### config.mk
export PLATFORM = sky130hd
export DESIGN_NAME = pcm_resample_channel_map_packetizer
export DESIGN_NICKNAME = d
export VERILOG_FILES = /design/src/rtl/pcmrs_pkg.sv /design/src/rtl/pcmrs_ram.sv /design/src/rtl/pcmrs_front.sv /design/src/rtl/pcmrs_back.sv /design/src/rtl/pcm_resample_channel_map_packetizer.sv
export SDC_FILE = /design/constraint.sdc
export NUM_CORES = 2
export LEC_CHECK = 0
export CORE_UTILIZATION = 40
export CTS_BUF_LIST = sky130_fd_sc_hd__clkbuf_4 sky130_fd_sc_hd__clkbuf_8 sky130_fd_sc_hd__clkbuf_16
export CTS_CLUSTER_DIAMETER = 150
export DETAILED_ROUTE_END_ITERATION = 8
export DONT_BUFFER_PORTS = 1
export PLACE_DENSITY = 0.62
export SETUP_SLACK_MARGIN = 0.5
export SYNTH_ARGS = -nofsm -noshare
export SYNTH_HDL_FRONTEND = slang
export SYNTH_SLANG_ARGS = --single-unit
### constraint.sdc
create_clock -name clk -period 21.8 [get_ports clk]
set_input_delay 2.18 -clock clk [delete_from_list [all_inputs] [get_ports clk]]
set_output_delay 2.18 -clock clk [all_outputs]
set_load 0.01 [all_outputs]
### src/rtl/pcmrs_pkg.sv
// Package: shared types and constants of the PCM rate, channel and width converter.
`timescale 1ns / 1ps
package pcmrs_pkg;

  localparam int MAX_CHANNELS_DEF      = 8;
  localparam int MAX_PACKET_FRAMES_DEF = 4096;
  localparam int RESULT_LIMIT          = 64;
  localparam int CFG_IDX_W             = 3;
  localparam int CFG_DATA_W            = 18;

  localparam logic [17:0] IN_RATE_RST  = 18'd48000;
  localparam logic [3:0]  IN_CH_RST    = 4'd2;
  localparam logic [1:0]  IN_BPS_RST   = 2'd2;
  localparam logic [17:0] OUT_RATE_RST = 18'd48000;
  localparam logic [3:0]  OUT_CH_RST   = 4'd2;
  localparam logic [1:0]  OUT_BPS_RST  = 2'd2;
  localparam logic [12:0] PKT_FR_RST   = 13'd0;

  typedef enum logic [CFG_IDX_W-1:0] {
    REG_IN_RATE       = 3'd0,
    REG_IN_CHANNELS   = 3'd1,
    REG_IN_BPS        = 3'd2,
    REG_OUT_RATE      = 3'd3,
    REG_OUT_CHANNELS  = 3'd4,
    REG_OUT_BPS       = 3'd5,
    REG_PACKET_FRAMES = 3'd6
  } reg_idx_t;

  typedef struct packed {
    logic       opcode;
    logic [7:0] data_byte;
  } in_word_t;

  typedef struct packed {
    logic signed [15:0] sample_value;
    logic               packet_end;
    logic               run_last;
  } out_word_t;

  typedef struct packed {
    logic [17:0] in_rate;
    logic [3:0]  src_chans;
    logic [1:0]  in_bytes_per_sample;
    logic [17:0] dst_rate;
    logic [3:0]  dst_chans;
    logic [1:0]  out_bytes_per_sample;
    logic [12:0] pkt_len;
  } cfg_t;

  typedef enum logic [1:0] {
    K_DATA = 2'd0,
    K_END  = 2'd1,
    K_DROP = 2'd2
  } kind_t;

  typedef struct packed {
    kind_t      kind;
    logic [7:0] data_byte;
  } q_word_t;

endpackage

### src/rtl/pcmrs_ram.sv
// Generic RAM: one write port, two registered read ports.
`timescale 1ns / 1ps
module pcmrs_ram #(
  parameter int WIDTH = 8,
  parameter int DEPTH = 16
) (
  input  logic                     clk,
  input  logic                     we,
  input  logic [$clog2(DEPTH)-1:0] waddr,
  input  logic [WIDTH-1:0]         wdata,
  input  logic [$clog2(DEPTH)-1:0] raddr_a,
  input  logic [$clog2(DEPTH)-1:0] raddr_b,
  output logic [WIDTH-1:0]         rdata_a,
  output logic [WIDTH-1:0]         rdata_b
);
  logic [WIDTH-1:0] mem [DEPTH];

  always_ff @(posedge clk) begin
    if (we) begin
      mem[waddr] <= wdata;
    end
    rdata_a <= mem[raddr_a];
    rdata_b <= mem[raddr_b];
  end
endmodule

### src/rtl/pcmrs_front.sv
// Front end: accepts input words, classifies them and queues them for the engine.
`timescale 1ns / 1ps
module pcmrs_front import pcmrs_pkg::*; (
  input  logic     clk,
  input  logic     rst,
  input  logic     src_valid,
  output logic     src_stall,
  input  in_word_t src_word,
  input  logic     pf_zero,
  output logic     q_valid,
  input  logic     q_pop,
  output q_word_t  q_word
);
  q_word_t    slots [2];
  logic       wp, rp;
  logic [1:0] count;
  logic       push;
  q_word_t    cls;

  assign src_stall = (count == 2'd2);
  assign push      = src_valid && !src_stall;
  assign q_valid   = (count != 2'd0);
  assign q_word    = slots[rp];

  always_comb begin
    cls.data_byte = src_word.data_byte;
    if (src_word.opcode) begin
      cls.kind = K_END;
    end else if (pf_zero) begin
      cls.kind = K_DROP;
    end else begin
      cls.kind = K_DATA;
    end
  end

  always_ff @(posedge clk) begin
    if (push) begin
      slots[wp] <= cls;
    end
    if (rst) begin
      wp    <= 1'b0;
      rp    <= 1'b0;
      count <= 2'd0;
    end else begin
      if (push) wp <= ~wp;
      if (q_pop) rp <= ~rp;
      count <= count + 2'(push) - 2'(q_pop);
    end
  end
endmodule

### src/rtl/pcmrs_back.sv
// Back end: stores input bytes, maps frames and channels, and emits output words.
`timescale 1ns / 1ps
module pcmrs_back import pcmrs_pkg::*; #(
  parameter int MAX_CHANNELS      = MAX_CHANNELS_DEF,
  parameter int MAX_PACKET_FRAMES = MAX_PACKET_FRAMES_DEF
) (
  input  logic      clk,
  input  logic      rst,
  input  cfg_t      cfg,
  input  logic      cfg_we,
  input  logic      q_valid,
  output logic      q_pop,
  input  q_word_t   q_word,
  output logic      dst_valid,
  input  logic      dst_stall,
  output out_word_t dst_word
);
  localparam int CNT_W = $clog2(MAX_CHANNELS + 1);
  localparam int CI_W  = (MAX_CHANNELS > 1) ? $clog2(MAX_CHANNELS) : 1;
  localparam int SB    = 2 * MAX_CHANNELS;
  localparam int SA_W  = $clog2(SB);
  localparam int FB_W  = CNT_W + 1;
  localparam int PF_W  = $clog2(MAX_PACKET_FRAMES + 1);
  localparam int PR_W  = 50;
  localparam int GI_W  = PR_W + CNT_W;
  localparam int GP_W  = GI_W + 2;
  localparam int RL_W  = $clog2(RESULT_LIMIT + 1);

  typedef enum logic [10:0] {
    S_IDLE  = 11'b00000000001,
    S_MOD   = 11'b00000000010,
    S_WR    = 11'b00000000100,
    S_NORM  = 11'b00000001000,
    S_PREP  = 11'b00000010000,
    S_MUL   = 11'b00000100000,
    S_DIV   = 11'b00001000000,
    S_GMUL  = 11'b00010000000,
    S_CHECK = 11'b00100000000,
    S_VAL   = 11'b01000000000,
    S_EMIT  = 11'b10000000000
  } state_t;

  state_t            state;
  logic [31:0]       br, f, msh;
  logic [CI_W-1:0]   idx;
  logic [PF_W-1:0]   fill;
  logic              ginv;
  logic [FB_W-1:0]   mrem;
  logic [4:0]        mcnt;
  logic [PR_W-1:0]   qsh;
  logic [17:0]       drem;
  logic [5:0]        dcnt;
  logic [GI_W-1:0]   gich;
  logic [RL_W-1:0]   cnt;
  logic              pend, fin;
  logic [15:0]       cand;
  logic              cand_pend;
  logic [15:0]       held;
  logic              held_pend, hvalid;
  logic [7:0]        wbyte;

  logic [17:0]       irate, orate;
  logic [CNT_W-1:0]  ich, och;
  logic              ibps2, out8;
  logic [PF_W-1:0]   pfr;
  logic [FB_W-1:0]   fb;
  logic [FB_W:0]     mt, mt_red;
  logic [18:0]       dt;
  logic              dge;
  logic [CI_W-1:0]   ch;
  logic [GP_W-1:0]   pos, need;
  logic [SA_W-1:0]   off, off1;
  logic [7:0]        rd0, rd1;
  logic [15:0]       v16, vout;
  logic              idx_ge, last_ch, fill_full;
  logic [CNT_W:0]    idx_inc;
  logic [PF_W:0]     fill_inc;
  logic              slot_free;
  logic              send, ginv_set, ginv_clr;

  always_comb begin
    irate = (cfg.in_rate == 18'd0) ? 18'd1 : cfg.in_rate;
    orate = (cfg.dst_rate == 18'd0) ? 18'd1 : cfg.dst_rate;
    if (cfg.src_chans == 4'd0) ich = CNT_W'(1);
    else if (int'(cfg.src_chans) > MAX_CHANNELS) ich = CNT_W'(MAX_CHANNELS);
    else ich = CNT_W'(cfg.src_chans);
    if (cfg.dst_chans == 4'd0) och = CNT_W'(1);
    else if (int'(cfg.dst_chans) > MAX_CHANNELS) och = CNT_W'(MAX_CHANNELS);
    else och = CNT_W'(cfg.dst_chans);
    ibps2 = (cfg.in_bytes_per_sample != 2'd1);
    out8  = (cfg.out_bytes_per_sample == 2'd1);
    if (int'(cfg.pkt_len) > MAX_PACKET_FRAMES) pfr = PF_W'(MAX_PACKET_FRAMES);
    else pfr = PF_W'(cfg.pkt_len);
    fb = ibps2 ? {ich, 1'b0} : {1'b0, ich};

    // one remainder bit per cycle for the store address
    mt     = {mrem, msh[31]};
    mt_red = (mt >= (FB_W + 1)'(fb)) ? mt - (FB_W + 1)'(fb) : mt;
    dt     = {drem, qsh[PR_W-1]};
    dge    = (dt >= {1'b0, orate});

    idx_ge   = (CNT_W'(idx) >= och);
    ch       = (CNT_W'(idx) < ich) ? idx : CI_W'(ich - CNT_W'(1));
    pos      = (GP_W'(gich) + GP_W'(ch)) << ibps2;
    need     = pos + (ibps2 ? GP_W'(2) : GP_W'(1));
    idx_inc  = (CNT_W + 1)'(idx) + (CNT_W + 1)'(1);
    last_ch  = (idx_inc >= (CNT_W + 1)'(och));
    fill_inc = (PF_W + 1)'(fill) + (PF_W + 1)'(1);
    fill_full = (fill_inc >= (PF_W + 1)'(pfr));
    off      = SA_W'(ch) << ibps2;
    off1     = off + SA_W'(1);

    v16  = ibps2 ? {rd1, rd0} : {rd0, 8'h00};
    vout = out8 ? {{8{v16[15]}}, v16[15:8]} : v16;
    slot_free = !dst_valid || !dst_stall;
    send      = (state == S_EMIT) && hvalid && slot_free;

    // frame index goes stale on a new frame, an end word or a register write
    ginv_set = cfg_we ||
               ((state == S_IDLE) && q_valid && (q_word.kind == K_END)) ||
               ((state == S_NORM) && (cnt != RL_W'(RESULT_LIMIT)) && idx_ge) ||
               ((state == S_CHECK) && !(need > GP_W'(br)) && last_ch);
    ginv_clr = (state == S_GMUL);
  end

  assign q_pop = (state == S_IDLE) && q_valid;

  pcmrs_ram #(.WIDTH(8), .DEPTH(SB)) u_store (
    .clk     (clk),
    .we      (state == S_WR),
    .waddr   (mrem[SA_W-1:0]),
    .wdata   (wbyte),
    .raddr_a (off),
    .raddr_b (off1),
    .rdata_a (rd0),
    .rdata_b (rd1)
  );

  always_ff @(posedge clk) begin
    if (rst) begin
      state     <= S_IDLE;
      br        <= '0;
      f         <= '0;
      idx       <= '0;
      fill      <= '0;
      ginv      <= 1'b1;
      hvalid    <= 1'b0;
      dst_valid <= 1'b0;
      cnt       <= '0;
      fin       <= 1'b0;
    end else begin
      if (send) dst_valid <= 1'b1;
      else if (!dst_stall) dst_valid <= 1'b0;
      if (ginv_set) ginv <= 1'b1;
      else if (ginv_clr) ginv <= 1'b0;
      unique case (state)
        S_IDLE: begin
          if (q_valid) begin
            case (q_word.kind)
              K_END: begin
                br   <= '0;
                f    <= '0;
                idx  <= '0;
                fill <= '0;
              end
              K_DATA: begin
                wbyte <= q_word.data_byte;
                mrem  <= '0;
                msh   <= br;
                mcnt  <= '0;
                state <= S_MOD;
              end
              default: ;
            endcase
          end
        end
        S_MOD: begin
          mrem <= mt_red[FB_W-1:0];
          msh  <= {msh[30:0], 1'b0};
          mcnt <= mcnt + 5'd1;
          if (mcnt == 5'd31) state <= S_WR;
        end
        S_WR: begin
          br    <= br + 32'd1;
          cnt   <= '0;
          fin   <= 1'b0;
          state <= S_NORM;
        end
        S_NORM: begin
          if (cnt == RL_W'(RESULT_LIMIT)) begin
            fin   <= 1'b1;
            state <= S_EMIT;
          end else begin
            if (idx_ge) begin
              idx  <= '0;
              f    <= f + 32'd1;
            end
            state <= S_PREP;
          end
        end
        S_PREP: state <= ginv ? S_MUL : S_CHECK;
        S_MUL: begin
          qsh   <= PR_W'(f) * PR_W'(irate);
          drem  <= '0;
          dcnt  <= '0;
          state <= S_DIV;
        end
        S_DIV: begin
          drem <= dge ? 18'(dt - {1'b0, orate}) : dt[17:0];
          qsh  <= {qsh[PR_W-2:0], dge};
          dcnt <= dcnt + 6'd1;
          if (dcnt == 6'(PR_W - 1)) state <= S_GMUL;
        end
        S_GMUL: begin
          gich  <= GI_W'(qsh) * GI_W'(ich);
          state <= S_CHECK;
        end
        S_CHECK: begin
          if (need > GP_W'(br)) begin
            fin   <= 1'b1;
            state <= S_EMIT;
          end else begin
            pend <= 1'b0;
            if (last_ch) begin
              if (fill_full) begin
                pend <= 1'b1;
                fill <= '0;
              end else begin
                fill <= fill_inc[PF_W-1:0];
              end
              idx  <= '0;
              f    <= f + 32'd1;
            end else begin
              idx <= CI_W'(idx_inc);
            end
            cnt   <= cnt + RL_W'(1);
            state <= S_VAL;
          end
        end
        S_VAL: begin
          cand      <= vout;
          cand_pend <= pend;
          state     <= S_EMIT;
        end
        S_EMIT: begin
          // one sample is held back so the last of a run can be marked
          if (fin) begin
            if (!hvalid) begin
              state <= S_IDLE;
            end else if (slot_free) begin
              dst_word  <= '{sample_value: held, packet_end: held_pend, run_last: 1'b1};
              hvalid    <= 1'b0;
              state     <= S_IDLE;
            end
          end else if (!hvalid) begin
            held      <= cand;
            held_pend <= cand_pend;
            hvalid    <= 1'b1;
            state     <= S_NORM;
          end else if (slot_free) begin
            dst_word  <= '{sample_value: held, packet_end: held_pend, run_last: 1'b0};
            held      <= cand;
            held_pend <= cand_pend;
            state     <= S_NORM;
          end
        end
        default: state <= S_IDLE;
      endcase
    end
  end
endmodule

### src/rtl/pcm_resample_channel_map_packetizer.sv
// Top level: configuration registers, input queue front end and conversion engine.
`timescale 1ns / 1ps
// Nearest-neighbor PCM rate, channel and width converter with packet marks. Raw
// interleaved little-endian PCM enters one byte per word; output frame f takes
// input frame floor(f * input rate / output rate). A data byte passes through the
// engine as accept, a 32-step remainder for its store slot and the write, then
// emits samples and closes the run; each new output frame also runs the 50-step
// frame-index divider. A stalled output holds the engine in its emit state. End
// and dropped words are taken in the idle state. A two-word queue in front keeps
// input flowing while the engine or the output is busy, until both slots fill.
module pcm_resample_channel_map_packetizer import pcmrs_pkg::*; #(
  parameter int MAX_CHANNELS      = MAX_CHANNELS_DEF,
  parameter int MAX_PACKET_FRAMES = MAX_PACKET_FRAMES_DEF
) (
  input  logic                  clk,
  input  logic                  rst,
  input  logic                  src_valid,
  output logic                  src_stall,
  input  in_word_t              src_word,
  output logic                  dst_valid,
  input  logic                  dst_stall,
  output out_word_t             dst_word,
  input  logic                  cfg_we,
  input  logic [CFG_IDX_W-1:0]  cfg_index,
  input  logic [CFG_DATA_W-1:0] cfg_data
);
  cfg_t    cfg;
  logic    q_valid, q_pop;
  q_word_t q_word;

  always_ff @(posedge clk) begin
    if (rst) begin
      cfg.in_rate              <= IN_RATE_RST;
      cfg.src_chans            <= IN_CH_RST;
      cfg.in_bytes_per_sample  <= IN_BPS_RST;
      cfg.dst_rate             <= OUT_RATE_RST;
      cfg.dst_chans            <= OUT_CH_RST;
      cfg.out_bytes_per_sample <= OUT_BPS_RST;
      cfg.pkt_len              <= PKT_FR_RST;
    end else if (cfg_we) begin
      unique case (cfg_index)
        REG_IN_RATE:       cfg.in_rate              <= cfg_data;
        REG_IN_CHANNELS:   cfg.src_chans            <= cfg_data[3:0];
        REG_IN_BPS:        cfg.in_bytes_per_sample  <= cfg_data[1:0];
        REG_OUT_RATE:      cfg.dst_rate             <= cfg_data;
        REG_OUT_CHANNELS:  cfg.dst_chans            <= cfg_data[3:0];
        REG_OUT_BPS:       cfg.out_bytes_per_sample <= cfg_data[1:0];
        REG_PACKET_FRAMES: cfg.pkt_len              <= cfg_data[12:0];
        default: ;
      endcase
    end
  end

  pcmrs_front u_front (
    .clk       (clk),
    .rst       (rst),
    .src_valid (src_valid),
    .src_stall (src_stall),
    .src_word  (src_word),
    .pf_zero   (cfg.pkt_len == 13'd0),
    .q_valid   (q_valid),
    .q_pop     (q_pop),
    .q_word    (q_word)
  );

  pcmrs_back #(
    .MAX_CHANNELS      (MAX_CHANNELS),
    .MAX_PACKET_FRAMES (MAX_PACKET_FRAMES)
  ) u_back (
    .clk       (clk),
    .rst       (rst),
    .cfg       (cfg),
    .cfg_we    (cfg_we),
    .q_valid   (q_valid),
    .q_pop     (q_pop),
    .q_word    (q_word),
    .dst_valid (dst_valid),
    .dst_stall (dst_stall),
    .dst_word  (dst_word)
  );
endmodule
==> results.sh <==
export IMPL_status="finished clean"
export IMPL_die_h_um=368
export IMPL_irDropWorstVdd_mv=0.0469
export IMPL_syn_num_nets=6747
export IMPL_r2r_end="u_back.fill[4]"
export IMPL_clock_sinks=563
export IMPL_die_w_um=368
export IMPL_grt_max_degree=108
export IMPL_post_cts_setup_buffers=0
export IMPL_async_flop_share=0
export IMPL_cp_end_kind="flop"
export IMPL_slowest_stage="nor2b_4"
export IMPL_synth_seq_cells=563
export IMPL_grt_use_total=0.196
export IMPL_cap_violations=0
export IMPL_rrSetupSlack_ps=9980
export IMPL_start_kind="flop"
export IMPL_power_leakage_nw=25.5
export IMPL_cts_hold_buf=0
export IMPL_clock_skew_ps=65.4
export IMPL_busiest_layer="met2"
export IMPL_ant_nets=0
export IMPL_path_max_fanout=57
export IMPL_antenna_found_initial=1
export IMPL_globalRouteMet2Util=0.325
export IMPL_core_region_area_um2=132000
export IMPL_ctsHtreeMaxLevel=3
export IMPL_synthFlopType="edfxtp_1"
export IMPL_hpwl_mm=97.8
export IMPL_power_per_cell_area_nw_per_um2=45.4
export IMPL_hold_depth=0
export IMPL_required_ps=22280
export IMPL_finalWorstPathRequiredPeriod_ps=11820
export IMPL_synth_seq_area_share=0.282
export IMPL_syn_inst=5856
export IMPL_critPathKind="flop to flop"
export IMPL_rows=133
export IMPL_use_met3=0.0227
export IMPL_syn_area_per_cell_um2=9.13
export IMPL_diodes=0
export IMPL_cts_root_buffer="clkbuf_16"
export IMPL_use_met1=0.267
export IMPL_clock_latency_ps=670
export IMPL_timing_final_crit_share=0.542
export IMPL_fin_util=0.435
export IMPL_cts_tree="yes"
export IMPL_drt_first_pass_iters=6
export IMPL_io_pins=55
export IMPL_clk_pin_slew_worst_paths_ps=60
export IMPL_areaGrowthSynthToFinish_pct=7.57
export IMPL_drtIter0Drc=2831
export IMPL_reg2reg_depth=36
export IMPL_grt_pass1_vias=41315
export IMPL_hold_slack_ps=416
export IMPL_fin_tns_setup_ps=0
export IMPL_cts_repair_resized=0
export IMPL_tightest_slew_ps=1240
export IMPL_hold_class="flop to flop"
export IMPL_cp_arrival_ps=12300
export IMPL_synthDistinctLibCells=97
export IMPL_synthesis_area_um2=53500
export IMPL_start_util=0.405
export IMPL_nNetsFinal=6581
export IMPL_die_area_um2=135000
export IMPL_drc=0
export IMPL_grt_overflow_total=0
export IMPL_fmax_mhz=84.6
export IMPL_via_per_inst=5.38
export IMPL_r2r_start="cfg[42]"
export IMPL_clockBufferDepth=3
export IMPL_rsz0062_at_grt="false"
export IMPL_synth_edff_count=379
export IMPL_num_vias=40342
export IMPL_slew_violations=0
export IMPL_yosys_warnings=0
export IMPL_min_delay_start="u_back.cand[0]"
export IMPL_slew_headroom=0.169
export IMPL_drive_gt1_frac=0.0561
export IMPL_setup_viol=0
export IMPL_fillers=12862
export IMPL_gp_congestion=0.848
export IMPL_slowest_delay_ps=1080
export IMPL_grt_pass1_wl_mm=217
export IMPL_portBuffers=0
export IMPL_wl_mm=131
export IMPL_hold_path_end="u_back.held[0]"
export IMPL_finalHoldViolCount=0
export IMPL_cts_made_buffers=66
export IMPL_wl_per_cell_um=17.5
==> sequential cells by signal, indices dropped and copies added, names as in the netlist, 6 cells and up, named ones only <==
name	cells
cfg	61
u_back.br	32
u_back.cand	16
u_back.cnt	7
u_back.dcnt	6
u_back.drem	18
u_back.dst_word	18
u_back.f	32
u_back.fill	13
u_back.gich	54
u_back.held	16
u_back.msh	32
u_back.qsh	50
u_back.state	11
u_back.u_store.mem	128
u_back.u_store.rdata_a	8
u_back.u_store.rdata_b	8
u_back.wbyte	8
u_front.slots	20
==> through the flow <==
step           cell area (µm²)  total power, mW  std cells  setup WS (ps)
2_1_floorplan            53500             1.39       5856          13370
3_3_place_gp             55200             1.45       7377          10480
3_5_place_dp             55200             1.45       7377          10000
4_1_cts                  57500             2.64       7497           9980
5_1_grt                  57500             2.71       7497           8930
6_report                 57500             2.61       7497           9980
==> kinds of logic after synthesis <==
kind of cell,count (synthesis),share of synthesized area
AO/OA/AOI/OAI,864,0.104
XOR/XNOR,217,0.0358
adder cells (fa/ha/maj),856,0.282
buffers and inverters,1087,0.0768
flip-flops,563,0.282
multiplexers,91,0.0266
AND/OR/NAND/NOR,2178,0.193
==> cell usage after synthesis, types with 37 or more instances <==
cell / instances / area [µm²]
nand2_1: 1108 / 4160
inv_1: 785 / 2950
fa_1: 580 / 11600
edfxtp_1: 379 / 11400
nor2_1: 299 / 1120
ha_1: 276 / 3450
clkbuf_1: 256 / 961
a21oi_1: 255 / 1280
dfxtp_1: 184 / 3680
and2_1: 178 / 1110
o21ai_0: 161 / 806
xnor2_1: 135 / 1180
nand3_1: 103 / 515
a21o_1: 95 / 713
xor2_1: 80 / 701
nor3_1: 79 / 395
nand4_1: 63 / 394
a211oi_1: 59 / 443
a31oi_1: 49 / 307
mux2i_1: 41 / 410
and3_1: 40 / 250
mux4_2: 40 / 901
nor2b_1: 40 / 250
nand2b_1: 37 / 231
==> routing by layer <==
metal / up-vias / wire length [µm]
met5: - / 0
met4: 0 / 3520
met3: 218 / 6350
met2: 1024 / 61500
met1: 20027 / 59900
li1: 19073 / -
==> cell usage in the layout, fill, tap and decap left out, drive strengths merged, types with 31 or more instances in the layout <==
| cell | Yosys | routed |
|---|---|---|
| a211oi | 59 | 59 |
| clkbuf | 257 | 88 |
| fa | 580 | 580 |
| edfxtp | 379 | 379 |
| and3 | 40 | 40 |
| nor2 | 299 | 299 |
| nand2 | 1108 | 1108 |
| nor3 | 81 | 81 |
| nand4 | 65 | 65 |
| dfxtp | 184 | 184 |
| nor4 | 41 | 41 |
| a21oi | 256 | 256 |
| o21ai | 180 | 180 |
| a31oi | 49 | 49 |
| a21o | 95 | 95 |
| mux2i | 41 | 41 |
| xor2 | 82 | 82 |
| ha | 276 | 276 |
| buf | 43 | 66 |
| mux4 | 40 | 40 |
| nor2b | 40 | 40 |
| or4 | 31 | 31 |
| nand3 | 103 | 103 |
| nand2b | 37 | 37 |
| xnor2 | 135 | 135 |
| inv | 786 | 791 |
| and2 | 178 | 178 |
==> worst max-delay path, delay by kind of cell (launching register included) <==
kind                     cells  cell delay [ps]
AND/OR/NAND/NOR             15             5480
AO/OA/AOI/OAI               16             4250
adder cells (fa/ha/maj)      3              870
flip-flops                   1              670
buffers and inverters        2              380
==> how the worst max path moves through the flow <==
| stage | depth (start not counted) | startpoint | endpoint | slack (ps) |
|---|---|---|---|---|
| 4_1_cts | 36 | cfg[42] | u_back.fill[4] | 9980 |
| 2_1_floorplan | 39 | cfg[37] | u_back.f[28] | 13370 |
| 3_3_place_gp | 36 | cfg[42] | u_back.fill[0] | 10480 |
| 5_1_grt | 36 | cfg[42] | u_back.fill[1] | 8930 |
| 6_report | 36 | cfg[42] | u_back.fill[4] | 9980 |
| 3_5_place_dp | 36 | cfg[42] | u_back.fill[4] | 10000 |
==> final cells by class <==
cell class                 count  area, µm²  share of cell area
multi-input combinational   4206      34400               0.599
inverter                     787       2950              0.0514
sequential                   563      15100               0.262
clock buffer                  88       1930              0.0336
tap                         1755       2200              0.0382
timing repair buffer          66        495             0.00861
clock inverter                32        435             0.00757
==> power breakdown <==
group / total, mW / internal, mW / switching (mW)
sequential: 1.20 / 1.18 / 0.0267
combinational: 0.232 / 0.0822 / 0.150
clock: 1.18 / 0.696 / 0.483
total: 2.61 / 1.95 / 0.660
(Power assumes the default switching activity.)
